===== config.mk =====
export PLATFORM = sky130hd
export DESIGN_NAME = fcfs_process_scheduler
export DESIGN_NICKNAME = d
export VERILOG_FILES = /design/src/hw/rtl/fps_pkg.sv /design/src/hw/rtl/fps_ram.sv /design/src/hw/rtl/fps_pick.sv /design/src/hw/rtl/fcfs_process_scheduler.sv
export SDC_FILE = /design/constraint.sdc
export NUM_CORES = 2
export LEC_CHECK = 0
export BUFFER_PORTS_ARGS = -buffer_cell sky130_fd_sc_hd__clkbuf_2
export CAP_MARGIN = 5
export CELL_PAD_IN_SITES_DETAIL_PLACEMENT = 1
export CELL_PAD_IN_SITES_GLOBAL_PLACEMENT = 1
export CORE_ASPECT_RATIO = 0.7
export CORE_MARGIN = 2
export CORE_UTILIZATION = 45
export CTS_CLUSTER_DIAMETER = 40
export DETAILED_ROUTE_END_ITERATION = 6
export PLACE_DENSITY = 0.77
export SLEW_MARGIN = 5
export SYNTH_ARGS = -nofsm -noshare
export SYNTH_HDL_FRONTEND = slang
export SYNTH_HIERARCHICAL = 1
export SYNTH_SLANG_ARGS = --single-unit

===== constraint.sdc =====
create_clock -name clk -period 11.62 [get_ports clk]
set_input_delay 0.581 -clock clk [delete_from_list [all_inputs] [get_ports clk]]
set_output_delay 0.581 -clock clk [all_outputs]
set_load 0.05 [all_outputs]

===== src/hw/rtl/fps_pkg.sv =====
// Shared types, sizing and codes for the FCFS process scheduler.
// Used by fps_pick, fcfs_process_scheduler and the testbench; depends on nothing.
`default_nettype none

package fps_pkg;

  localparam int SLOTS = 16;
  localparam int IDX_W = $clog2(SLOTS);

  // Item kinds on the action field.
  localparam logic ACT_ADMIT = 1'b0;
  localparam logic ACT_TICK  = 1'b1;

  // Report status codes.
  localparam logic [2:0] ST_ADMITTED = 3'd0;
  localparam logic [2:0] ST_FULL     = 3'd1;
  localparam logic [2:0] ST_RAN      = 3'd2;
  localparam logic [2:0] ST_FINISHED = 3'd3;
  localparam logic [2:0] ST_IDLE     = 3'd4;

  // One process table entry as held in the slot RAM.
  typedef struct packed {
    logic [7:0]  pid;
    logic [15:0] arrival;
    logic [15:0] burst;
    logic [15:0] remaining;
  } entry_t;

  localparam int ENTRY_W = $bits(entry_t);

  // Compare slot fed to the pick unit, one RAM word behind the read address.
  typedef struct packed {
    logic             live;
    logic [IDX_W-1:0] idx;
    logic             slot_ok;
  } scan_t;

  // Best candidate found so far in the current scan.
  typedef struct packed {
    logic             found;
    logic [IDX_W-1:0] idx;
    entry_t           entry;
  } pick_t;

endpackage

`default_nettype wire


===== src/hw/rtl/fps_ram.sv =====
// Generic single-write, single-read RAM with registered read data.
// Standalone; no package dependency.
`default_nettype none

module fps_ram #(
  parameter int WIDTH = 8,
  parameter int DEPTH = 16
) (
  input  wire logic                     clk,
  input  wire logic                     we,
  input  wire logic [$clog2(DEPTH)-1:0] waddr,
  input  wire logic [WIDTH-1:0]         wdata,
  input  wire logic [$clog2(DEPTH)-1:0] raddr,
  output logic      [WIDTH-1:0]         rdata
);

  logic [WIDTH-1:0] mem [DEPTH];

  always_ff @(posedge clk) begin
    if (we) begin
      mem[waddr] <= wdata;
    end
    rdata <= mem[raddr];
  end

endmodule

`default_nettype wire


===== src/hw/rtl/fps_pick.sv =====
// Earliest-arrival pick unit: one comparator walked over the slot RAM words.
// Depends on fps_pkg.
`default_nettype none

module fps_pick (
  input  wire logic                 clk,
  input  wire logic                 rst,
  input  wire logic                 clr,
  input  wire fps_pkg::scan_t       cmp,
  input  wire fps_pkg::entry_t      rd,
  input  wire logic [15:0]          now,
  output fps_pkg::pick_t            pick
);

  logic take;

  // Strict less-than keeps the lower slot on equal arrival.
  assign take = cmp.live && cmp.slot_ok && (rd.arrival <= now) &&
                (!pick.found || (rd.arrival < pick.entry.arrival));

  always_ff @(posedge clk) begin
    if (rst || clr) begin
      pick.found <= 1'b0;
    end else if (take) begin
      pick.found <= 1'b1;
      pick.idx   <= cmp.idx;
      pick.entry <= rd;
    end
  end

endmodule

`default_nettype wire


===== src/hw/rtl/fcfs_process_scheduler.sv =====
// FCFS process scheduler top level. Slot payloads live in fps_ram, valid
// bits and totals in flops; the pick runs in fps_pick. Depends on fps_pkg.
`default_nettype none

// One item is worked at a time; a finished result sits in the output
// register so the next word can be taken while it waits. A tick reads every
// slot word once through the single read port of the slot RAM and checks
// it with one comparator, then the calc state computes turnaround and
// waiting and the done state writes back and loads the result.
// After reset the block is ready at once; the slot RAM needs no clearing.
module fcfs_process_scheduler (
  input  wire logic        clk,
  input  wire logic        rst,
  input  wire logic        in_valid,
  output logic             in_stall,
  input  wire logic        action,
  input  wire logic [7:0]  process_id,
  input  wire logic [15:0] arrival,
  input  wire logic [15:0] burst_time,
  output logic             out_valid,
  input  wire logic        out_stall,
  output logic [2:0]       status,
  output logic [7:0]       running_id,
  output logic [15:0]      tick_time,
  output logic [15:0]      turnaround,
  output logic [15:0]      waiting,
  output logic [31:0]      sum_turnaround,
  output logic [31:0]      sum_waiting
);

  localparam int CNT_W = $clog2(fps_pkg::SLOTS + 1);
  localparam logic [CNT_W-1:0] SCAN_END = CNT_W'(fps_pkg::SLOTS);
  localparam logic [fps_pkg::IDX_W-1:0] LAST_IDX = fps_pkg::IDX_W'(fps_pkg::SLOTS - 1);

  localparam logic [2:0] S_IDLE  = 3'd0;
  localparam logic [2:0] S_ADMIT = 3'd1;
  localparam logic [2:0] S_SCAN  = 3'd2;
  localparam logic [2:0] S_CALC  = 3'd3;
  localparam logic [2:0] S_DONE  = 3'd4;

  logic [2:0]                  state;
  logic [2:0]                  state_next;
  logic [fps_pkg::SLOTS-1:0]   slot_valid;
  logic [15:0]                 current_time;
  logic [31:0]                 total_turnaround;
  logic [31:0]                 total_waiting;

  logic [7:0]                  req_pid;
  logic [15:0]                 req_arr;
  logic [15:0]                 req_burst;

  logic [CNT_W-1:0]            scan_cnt;
  logic                        cmp_live;
  logic [fps_pkg::IDX_W-1:0]   cmp_idx;
  fps_pkg::scan_t              cmp;
  fps_pkg::pick_t              pick;
  fps_pkg::entry_t             rd_entry;
  fps_pkg::entry_t             wr_entry;

  logic [2:0]                  calc_status;
  logic [15:0]                 calc_tt;
  logic [15:0]                 calc_wt;

  logic                        accept;
  logic                        out_free;
  logic                        free_found;
  logic [fps_pkg::IDX_W-1:0]   free_idx;
  logic                        ram_we;
  logic [fps_pkg::IDX_W-1:0]   ram_waddr;
  logic [16:0]                 tt_diff;
  logic [15:0]                 tt_sat;
  logic [32:0]                 sum_tt;
  logic [32:0]                 sum_wt;
  logic [31:0]                 tot_tt_next;
  logic [31:0]                 tot_wt_next;

  assign in_stall = (state != S_IDLE);
  assign accept   = in_valid && !in_stall;
  assign out_free = !out_valid || !out_stall;

  // Lowest free slot.
  always_comb begin
    free_found = 1'b0;
    free_idx   = '0;
    for (int i = fps_pkg::SLOTS - 1; i >= 0; i--) begin
      if (!slot_valid[i]) begin
        free_found = 1'b1;
        free_idx   = fps_pkg::IDX_W'(i);
      end
    end
  end

  always_comb begin
    state_next = state;
    case (state)
      S_IDLE: begin
        if (accept) begin
          state_next = (action == fps_pkg::ACT_ADMIT) ? S_ADMIT : S_SCAN;
        end
      end
      S_ADMIT: begin
        if (out_free) begin
          state_next = S_IDLE;
        end
      end
      S_SCAN: begin
        if (cmp_live && (cmp_idx == LAST_IDX)) begin
          state_next = S_CALC;
        end
      end
      S_CALC: begin
        state_next = S_DONE;
      end
      S_DONE: begin
        if (out_free) begin
          state_next = S_IDLE;
        end
      end
      default: begin
        state_next = S_IDLE;
      end
    endcase
  end

  always_ff @(posedge clk) begin
    if (rst) begin
      state <= S_IDLE;
    end else begin
      state <= state_next;
    end
  end

  always_ff @(posedge clk) begin
    if (accept) begin
      req_pid   <= process_id;
      req_arr   <= arrival;
      req_burst <= burst_time;
    end
  end

  // Scan: read address leads the compare by the RAM latency.
  always_ff @(posedge clk) begin
    if (rst) begin
      scan_cnt <= '0;
      cmp_live <= 1'b0;
    end else begin
      cmp_live <= (state == S_SCAN) && (scan_cnt < SCAN_END);
      if (accept) begin
        scan_cnt <= '0;
      end else if ((state == S_SCAN) && (scan_cnt < SCAN_END)) begin
        scan_cnt <= scan_cnt + 1'b1;
      end
    end
  end

  always_ff @(posedge clk) begin
    cmp_idx <= scan_cnt[fps_pkg::IDX_W-1:0];
  end

  assign cmp.live    = cmp_live;
  assign cmp.idx     = cmp_idx;
  assign cmp.slot_ok = slot_valid[cmp_idx];

  fps_pick u_pick (
    .clk  (clk),
    .rst  (rst),
    .clr  (accept),
    .cmp  (cmp),
    .rd   (rd_entry),
    .now  (current_time),
    .pick (pick)
  );

  // Turnaround and waiting for a finishing process.
  assign tt_diff = ({1'b0, current_time} + 17'd1) - {1'b0, pick.entry.arrival};
  assign tt_sat  = tt_diff[16] ? 16'hFFFF : tt_diff[15:0];

  always_ff @(posedge clk) begin
    if (state == S_CALC) begin
      calc_tt <= '0;
      calc_wt <= '0;
      if (!pick.found) begin
        calc_status <= fps_pkg::ST_IDLE;
      end else if (pick.entry.remaining <= 16'd1) begin
        calc_status <= fps_pkg::ST_FINISHED;
        calc_tt     <= tt_sat;
        calc_wt     <= (tt_sat >= pick.entry.burst) ? (tt_sat - pick.entry.burst) : 16'd0;
      end else begin
        calc_status <= fps_pkg::ST_RAN;
      end
    end
  end

  assign sum_tt      = {1'b0, total_turnaround} + {17'd0, calc_tt};
  assign sum_wt      = {1'b0, total_waiting} + {17'd0, calc_wt};
  assign tot_tt_next = sum_tt[32] ? 32'hFFFF_FFFF : sum_tt[31:0];
  assign tot_wt_next = sum_wt[32] ? 32'hFFFF_FFFF : sum_wt[31:0];

  // Slot RAM write: new entry on admit, decremented remaining on a plain run.
  always_comb begin
    wr_entry  = pick.entry;
    ram_waddr = pick.idx;
    ram_we    = 1'b0;
    if (state == S_ADMIT) begin
      wr_entry.pid       = req_pid;
      wr_entry.arrival   = req_arr;
      wr_entry.burst     = req_burst;
      wr_entry.remaining = req_burst;
      ram_waddr          = free_idx;
      ram_we             = out_free && free_found;
    end else if (state == S_DONE) begin
      wr_entry.remaining = pick.entry.remaining - 16'd1;
      ram_we             = out_free && (calc_status == fps_pkg::ST_RAN);
    end
  end

  fps_ram #(
    .WIDTH (fps_pkg::ENTRY_W),
    .DEPTH (fps_pkg::SLOTS)
  ) u_slot_ram (
    .clk   (clk),
    .we    (ram_we),
    .waddr (ram_waddr),
    .wdata (wr_entry),
    .raddr (scan_cnt[fps_pkg::IDX_W-1:0]),
    .rdata (rd_entry)
  );

  always_ff @(posedge clk) begin
    if (rst) begin
      slot_valid       <= '0;
      current_time     <= '0;
      total_turnaround <= '0;
      total_waiting    <= '0;
    end else if (out_free) begin
      if ((state == S_ADMIT) && free_found) begin
        slot_valid[free_idx] <= 1'b1;
      end
      if (state == S_DONE) begin
        current_time <= current_time + 16'd1;
        if (calc_status == fps_pkg::ST_FINISHED) begin
          slot_valid[pick.idx] <= 1'b0;
          total_turnaround     <= tot_tt_next;
          total_waiting        <= tot_wt_next;
        end
      end
    end
  end

  // Output word register.
  always_ff @(posedge clk) begin
    if (rst) begin
      out_valid <= 1'b0;
    end else if (out_free && ((state == S_ADMIT) || (state == S_DONE))) begin
      out_valid <= 1'b1;
    end else if (!out_stall) begin
      out_valid <= 1'b0;
    end
  end

  always_ff @(posedge clk) begin
    if (out_free && (state == S_ADMIT)) begin
      status         <= free_found ? fps_pkg::ST_ADMITTED : fps_pkg::ST_FULL;
      running_id     <= '0;
      tick_time      <= current_time;
      turnaround     <= '0;
      waiting        <= '0;
      sum_turnaround <= total_turnaround;
      sum_waiting    <= total_waiting;
    end else if (out_free && (state == S_DONE)) begin
      status         <= calc_status;
      running_id     <= (calc_status == fps_pkg::ST_IDLE) ? 8'd0 : pick.entry.pid;
      tick_time      <= current_time;
      turnaround     <= calc_tt;
      waiting        <= calc_wt;
      sum_turnaround <= (calc_status == fps_pkg::ST_FINISHED) ? tot_tt_next : total_turnaround;
      sum_waiting    <= (calc_status == fps_pkg::ST_FINISHED) ? tot_wt_next : total_waiting;
    end
  end

  a_finish_frees_slot: assert property (@(posedge clk) disable iff (rst)
    (state == S_DONE && out_free && calc_status == fps_pkg::ST_FINISHED)
      |=> !slot_valid[$past(pick.idx)])
    else $error("finished process left its slot valid");

  a_idle_means_no_pick: assert property (@(posedge clk) disable iff (rst)
    (state == S_DONE && calc_status == fps_pkg::ST_IDLE) |-> !pick.found)
    else $error("idle reported while a process was picked");

  a_admit_adds_one: assert property (@(posedge clk) disable iff (rst)
    (state == S_ADMIT && out_free && free_found)
      |=> ($countones(slot_valid) == $past($countones(slot_valid)) + 1))
    else $error("admit did not occupy exactly one slot");

  a_tick_advances_time: assert property (@(posedge clk) disable iff (rst)
    (state == S_DONE && out_free) |=> (current_time == $past(current_time) + 16'd1))
    else $error("tick did not advance time by one");

endmodule

`default_nettype wire


==> metrics.md <==
| Metric | Value |
|---|---|
| Status | `finished, final reports clean` |
| Headroom to the max-slew limit | `16.0%` |
| Post-synthesis mux area share | `roughly 9.9%` |
| Via-per-instance ratio | `roughly 6.1` |
| Unique masters post-synth | `78` |
| Area grow syn2layout | `15.4%` |
| Clock power share | `41.1%` |
| Initial drt markers | `between 3,000 and 4,000` |
| Max-Cap Viols | `0` |
| Synth Area in Simple Gates | `~6.1%` |
| Die Wd | `between 400 and 500 µm` |
| Final #Nets | `~3,800` |
| Crit path cell chain | `ha_1 -> ha_1 -> a211oi_1 -> o21ai_0 -> a41oi_1 -> o211ai_1 -> a221oi_1 -> xor2_1 -> nor2_1 -> ha_1 -> inv_1 -> fa_1 -> a21o_1 -> a21oi_1 -> o21bai_1 -> a21oi_1 -> and3b_1 -> o2111a_1 -> a211oi_2 -> nor3_1` |
| Vias in the first global route | `between 30,000 and 40,000` |
| Avg WL per Cell | `approximately 29 µm` |
| GRT Util Overall | `between 20% and 30%` |
| Synth warnings | `6` |
| Combinational share of power | `10.4%` |
| Maximum vdd drop | `0.175 mV` |
| # Post-CTS Setup Buffers | `0` |
| Largest family of logic cells by synthesized area | `multiplexers` |
| Area of the core | `118,000 µm²` |
| Most frequent CP cell | `ha_1` |
| Initial Util | `45.6%` |
| Maximum number of pins on one net before global-route repair | `77` |
| Crit Path Category | `reg -> reg` |
| Worst setup slack after layout | `around 5000 ps` |
| Most instantiated cells after synthesis | `1,114 x edfxtp_1, 278 x nand2_1, 229 x mux4_2, 207 x dfxtp_1, 182 x nor2_1` |
| WP data required | `12,090 ps` |
| Setup TNS | `0 ps` |
| IO buf count | `around 170` |
| Final hold violation count | `0` |
| Slowest-stage cell, CP | `a211oi_2` |
| Clock latency on the worst-skew pair | `between 700 and 800 ps` |
| CP Capture Type | `flip-flop` |
| Async set-or-reset flop fraction in the synthesized netlist | `0%` |
| CTS tree | `done` |
| Gpl congestion | `roughly 0.88` |
| Max clock buf depth | `3` |
| Setup violators final | `0` |
| Total CTS buffers | `around 150` |
| Count leader, synth | `edfxtp_1` |
| Synth area leader | `edfxtp_1` |
| Layout cells sized above 1 | `about a fifth` |
| Compound-gate portion of the synthesized area | `between 7 and 8%` |
| FMAX | `around 0.15 GHz` |
| Ys flop type | `edfxtp_1` |
| Hold WS | `68.5 ps` |
| Post-Layout Cell Count | `between 5,000 and 6,000` |
| Synthesized Nets | `3,524` |
| Max-slew violations | `0` |
| Worst Skew | `30.9 ps` |
| XOR/XNOR Fraction of Synth Area | `1.32%` |
| Inst Count DP | `~5,000` |
| # IOs | `170` |
| Grt total ovfl | `0` |
| Row count | `~110` |
| Syn_area_per_cell | `16.0 µm²` |
| WP buf/inv | `1` |
| Final min period | `between 6000 and 7000 ps` |
| CP max stage delay | `960 ps` |
| Worst-path clk slew | `approximately 60 ps` |
| DRC Markers | `0` |
| Yosys reg bits | `approximately 1,300` |
| Fillers | `11,100` |
| Post-Syn Area | `~54,000 µm²` |
| Seq/Total Area, Yosys | `a little over two thirds` |
| Sequential share of power | `48.6%` |
| DR vias | `between 30,000 and 40,000` |
| DPL Wire Length | `between 90 and 100 mm` |
| Syn Inst Count | `about 3,400` |
| Pin slew with the least headroom to its limit | `approximately 1300 ps` |
| Post-synth EDFFs | `1,114` |
| CTS H-tree depth | `4` |
| Internal | `8550 µW` |
| Net Sw Frac | `25.9%` |
| Largest cells by area after synthesis | `edfxtp_1 62%, mux4_2 9.6%, dfxtp_1 7.7%, ha_1 2.7%, nand2_1 1.9%` |
| Crit Path Max Fanout | `16` |
| First-pass GRT wire length | `226 mm` |
| CP delay by family, top | `compound AO/OA/AOI/OAI gates` |
| Antenna violations before repair | `3` |
| Top-area cell type share of the netlist area | `approximately 62%` |
| Full die area | `122,000 µm²` |
| Drt total wl | `around 150 mm` |
| Hold Path Class | `in -> reg` |
| P_leak | `between 0.02 and 0.025 µW` |
| P_sw | `approximately 3000 µW` |
| Post-Synth Adder-Cell Area | `under 10%` |
| Crit path launch type | `flip-flop` |
| Worst Path Arrival | `around 7100 ps` |
| Clk root buf | `clkbuf_16` |
| PostCTS Resize Cnt | `0` |
| RSZ-0062 raised after global routing | `no` |
| Clock sinks | `1,321` |
| Final cycle utilization of the critical path | `between 50% and 60%` |
| Pwr dens | `~190 nW/µm²` |
| DRT antenna net count | `0` |
| Pre-antenna DRT Iters | `5` |
| Placement Setup Slack | `around 5200 ps` |
| Chip height | `around 290 µm` |
## state kept, by name (all words and copies together), names as in the netlist, 4 cells and up
name,flops
running_id,8
req_arr,16
tick_time,16
u_slot_ram/mem,896
slot_valid,16
u_pick/pick,61
calc_wt,16
sum_waiting,32
u_slot_ram/rdata,56
current_time,16
req_burst,16
sum_turnaround,32
req_pid,8
calc_tt,16
scan_cnt,5
turnaround,16
total_turnaround,32
total_waiting,32
cmp_idx,4
waiting,16
## cell usage in the layout (no fill, tap or decap), types with 17 or more instances in the layout
| master | synthesis | routed |
|---|---|---|
| edfxtp_1 | 1114 | 1114 |
| nand2_1 | 278 | 277 |
| mux4_2 | 229 | 229 |
| dfxtp_1 | 207 | 205 |
| clkbuf_2 | 0 | 168 |
| nor2_1 | 182 | 164 |
| a21oi_1 | 156 | 154 |
| clkbuf_16 | 0 | 152 |
| ha_1 | 114 | 114 |
| a22oi_1 | 112 | 112 |
| inv_1 | 112 | 111 |
| o21ai_0 | 115 | 104 |
| buf_4 | 7 | 92 |
| xnor2_1 | 41 | 41 |
| a31oi_1 | 41 | 41 |
| xor2_1 | 40 | 40 |
| dlygate4sd3_1 | 0 | 39 |
| and3_1 | 37 | 37 |
| nand3_1 | 37 | 37 |
| nor3_1 | 40 | 36 |
| clkbuf_1 | 101 | 28 |
| a211oi_1 | 25 | 25 |
| nand2b_1 | 25 | 24 |
| a21o_1 | 24 | 24 |
| nor4_1 | 21 | 21 |
| nand4_1 | 19 | 19 |
| o31a_1 | 17 | 17 |
| clkinvlp_4 | 0 | 17 |
## area by class of cell
type | count | area [µm²] | share of cell area (%)
multi-input cells | 1775 | 15100 | 24.4
inverters | 112 | 422 | 0.681
well taps | 1551 | 1940 | 3.13
diodes | 2 | 5.00 | 0.00808
flip-flops and latches | 1321 | 37600 | 60.7
clock inverters | 83 | 920 | 1.48
repair buffers | 299 | 1920 | 3.10
clock buffers | 188 | 4020 | 6.49
## metal layers
| metal | track usage [%] | wire length, µm | vias up |
|---|---|---|---|
| met5 | 0 | 0 | - |
| met4 | 8.26 | 3990 | 0 |
| met3 | 4.22 | 12100 | 243 |
| met2 | 39.4 | 72200 | 1410 |
| met1 | 35.4 | 63900 | 16900 |
| li1 | - | - | 13800 |
## power by group through the flow
stage                     clock network, µW  registers (µW)  logic (µW)
after floorplan                           0            5890         543
after global placement                    0            5690        1140
after detailed placement                  0            5700        1180
after CTS                              4790            5600        1200
after global routing                   4960            5610        1270
final                                  4730            5600        1200
## worst reg2reg max path, delay by kind of cell, from the launching register on
kind / cells / cell delay [ps]
adder cells (fa/ha/maj): 4 / 1310
flip-flops: 1 / 460
buffers and inverters: 1 / 60
AO/OA/AOI/OAI: 11 / 3490
AND/OR/NAND/NOR: 3 / 780
XOR/XNOR: 1 / 240
## worst paths after layout
check | from | end | slack (ps) | depth (start not counted)
worst max-delay path | current_time[2] | calc_wt[9] | 4980 | 20
worst min-delay path | action | state[1] | 70 | 3
worst max register to register | current_time[2] | calc_wt[9] | 4980 | 20
worst min register to register | u_slot_ram/rdata[5] | u_pick/pick[5] | 400 | 0
## timing repair
item,4_1_cts,5_1_grt
setup endpoints to repair,0,0
endpoints found under the hold margin,39,0
hold buffers,39,0
## per-stage QoR
stage               util (%)  instance area (µm²)  total power, µW
floorplan                  -                53700             6430
global placement        48.1                56600             6820
detailed placement      48.1                56600             6870
CTS                     52.6                61900            11600
global route            52.6                61900            11800
finish                  52.6                61900            11500
## cells by family after synthesis
group	after synthesis
AO/OA/AOI/OAI	618
XOR/XNOR	81
adder cells (fa/ha/maj)	119
buffers and inverters	265
flip-flops	1321
multiplexers	243
AND/OR/NAND/NOR	714
No activity file was read; power rests on OpenSTA's default activity.
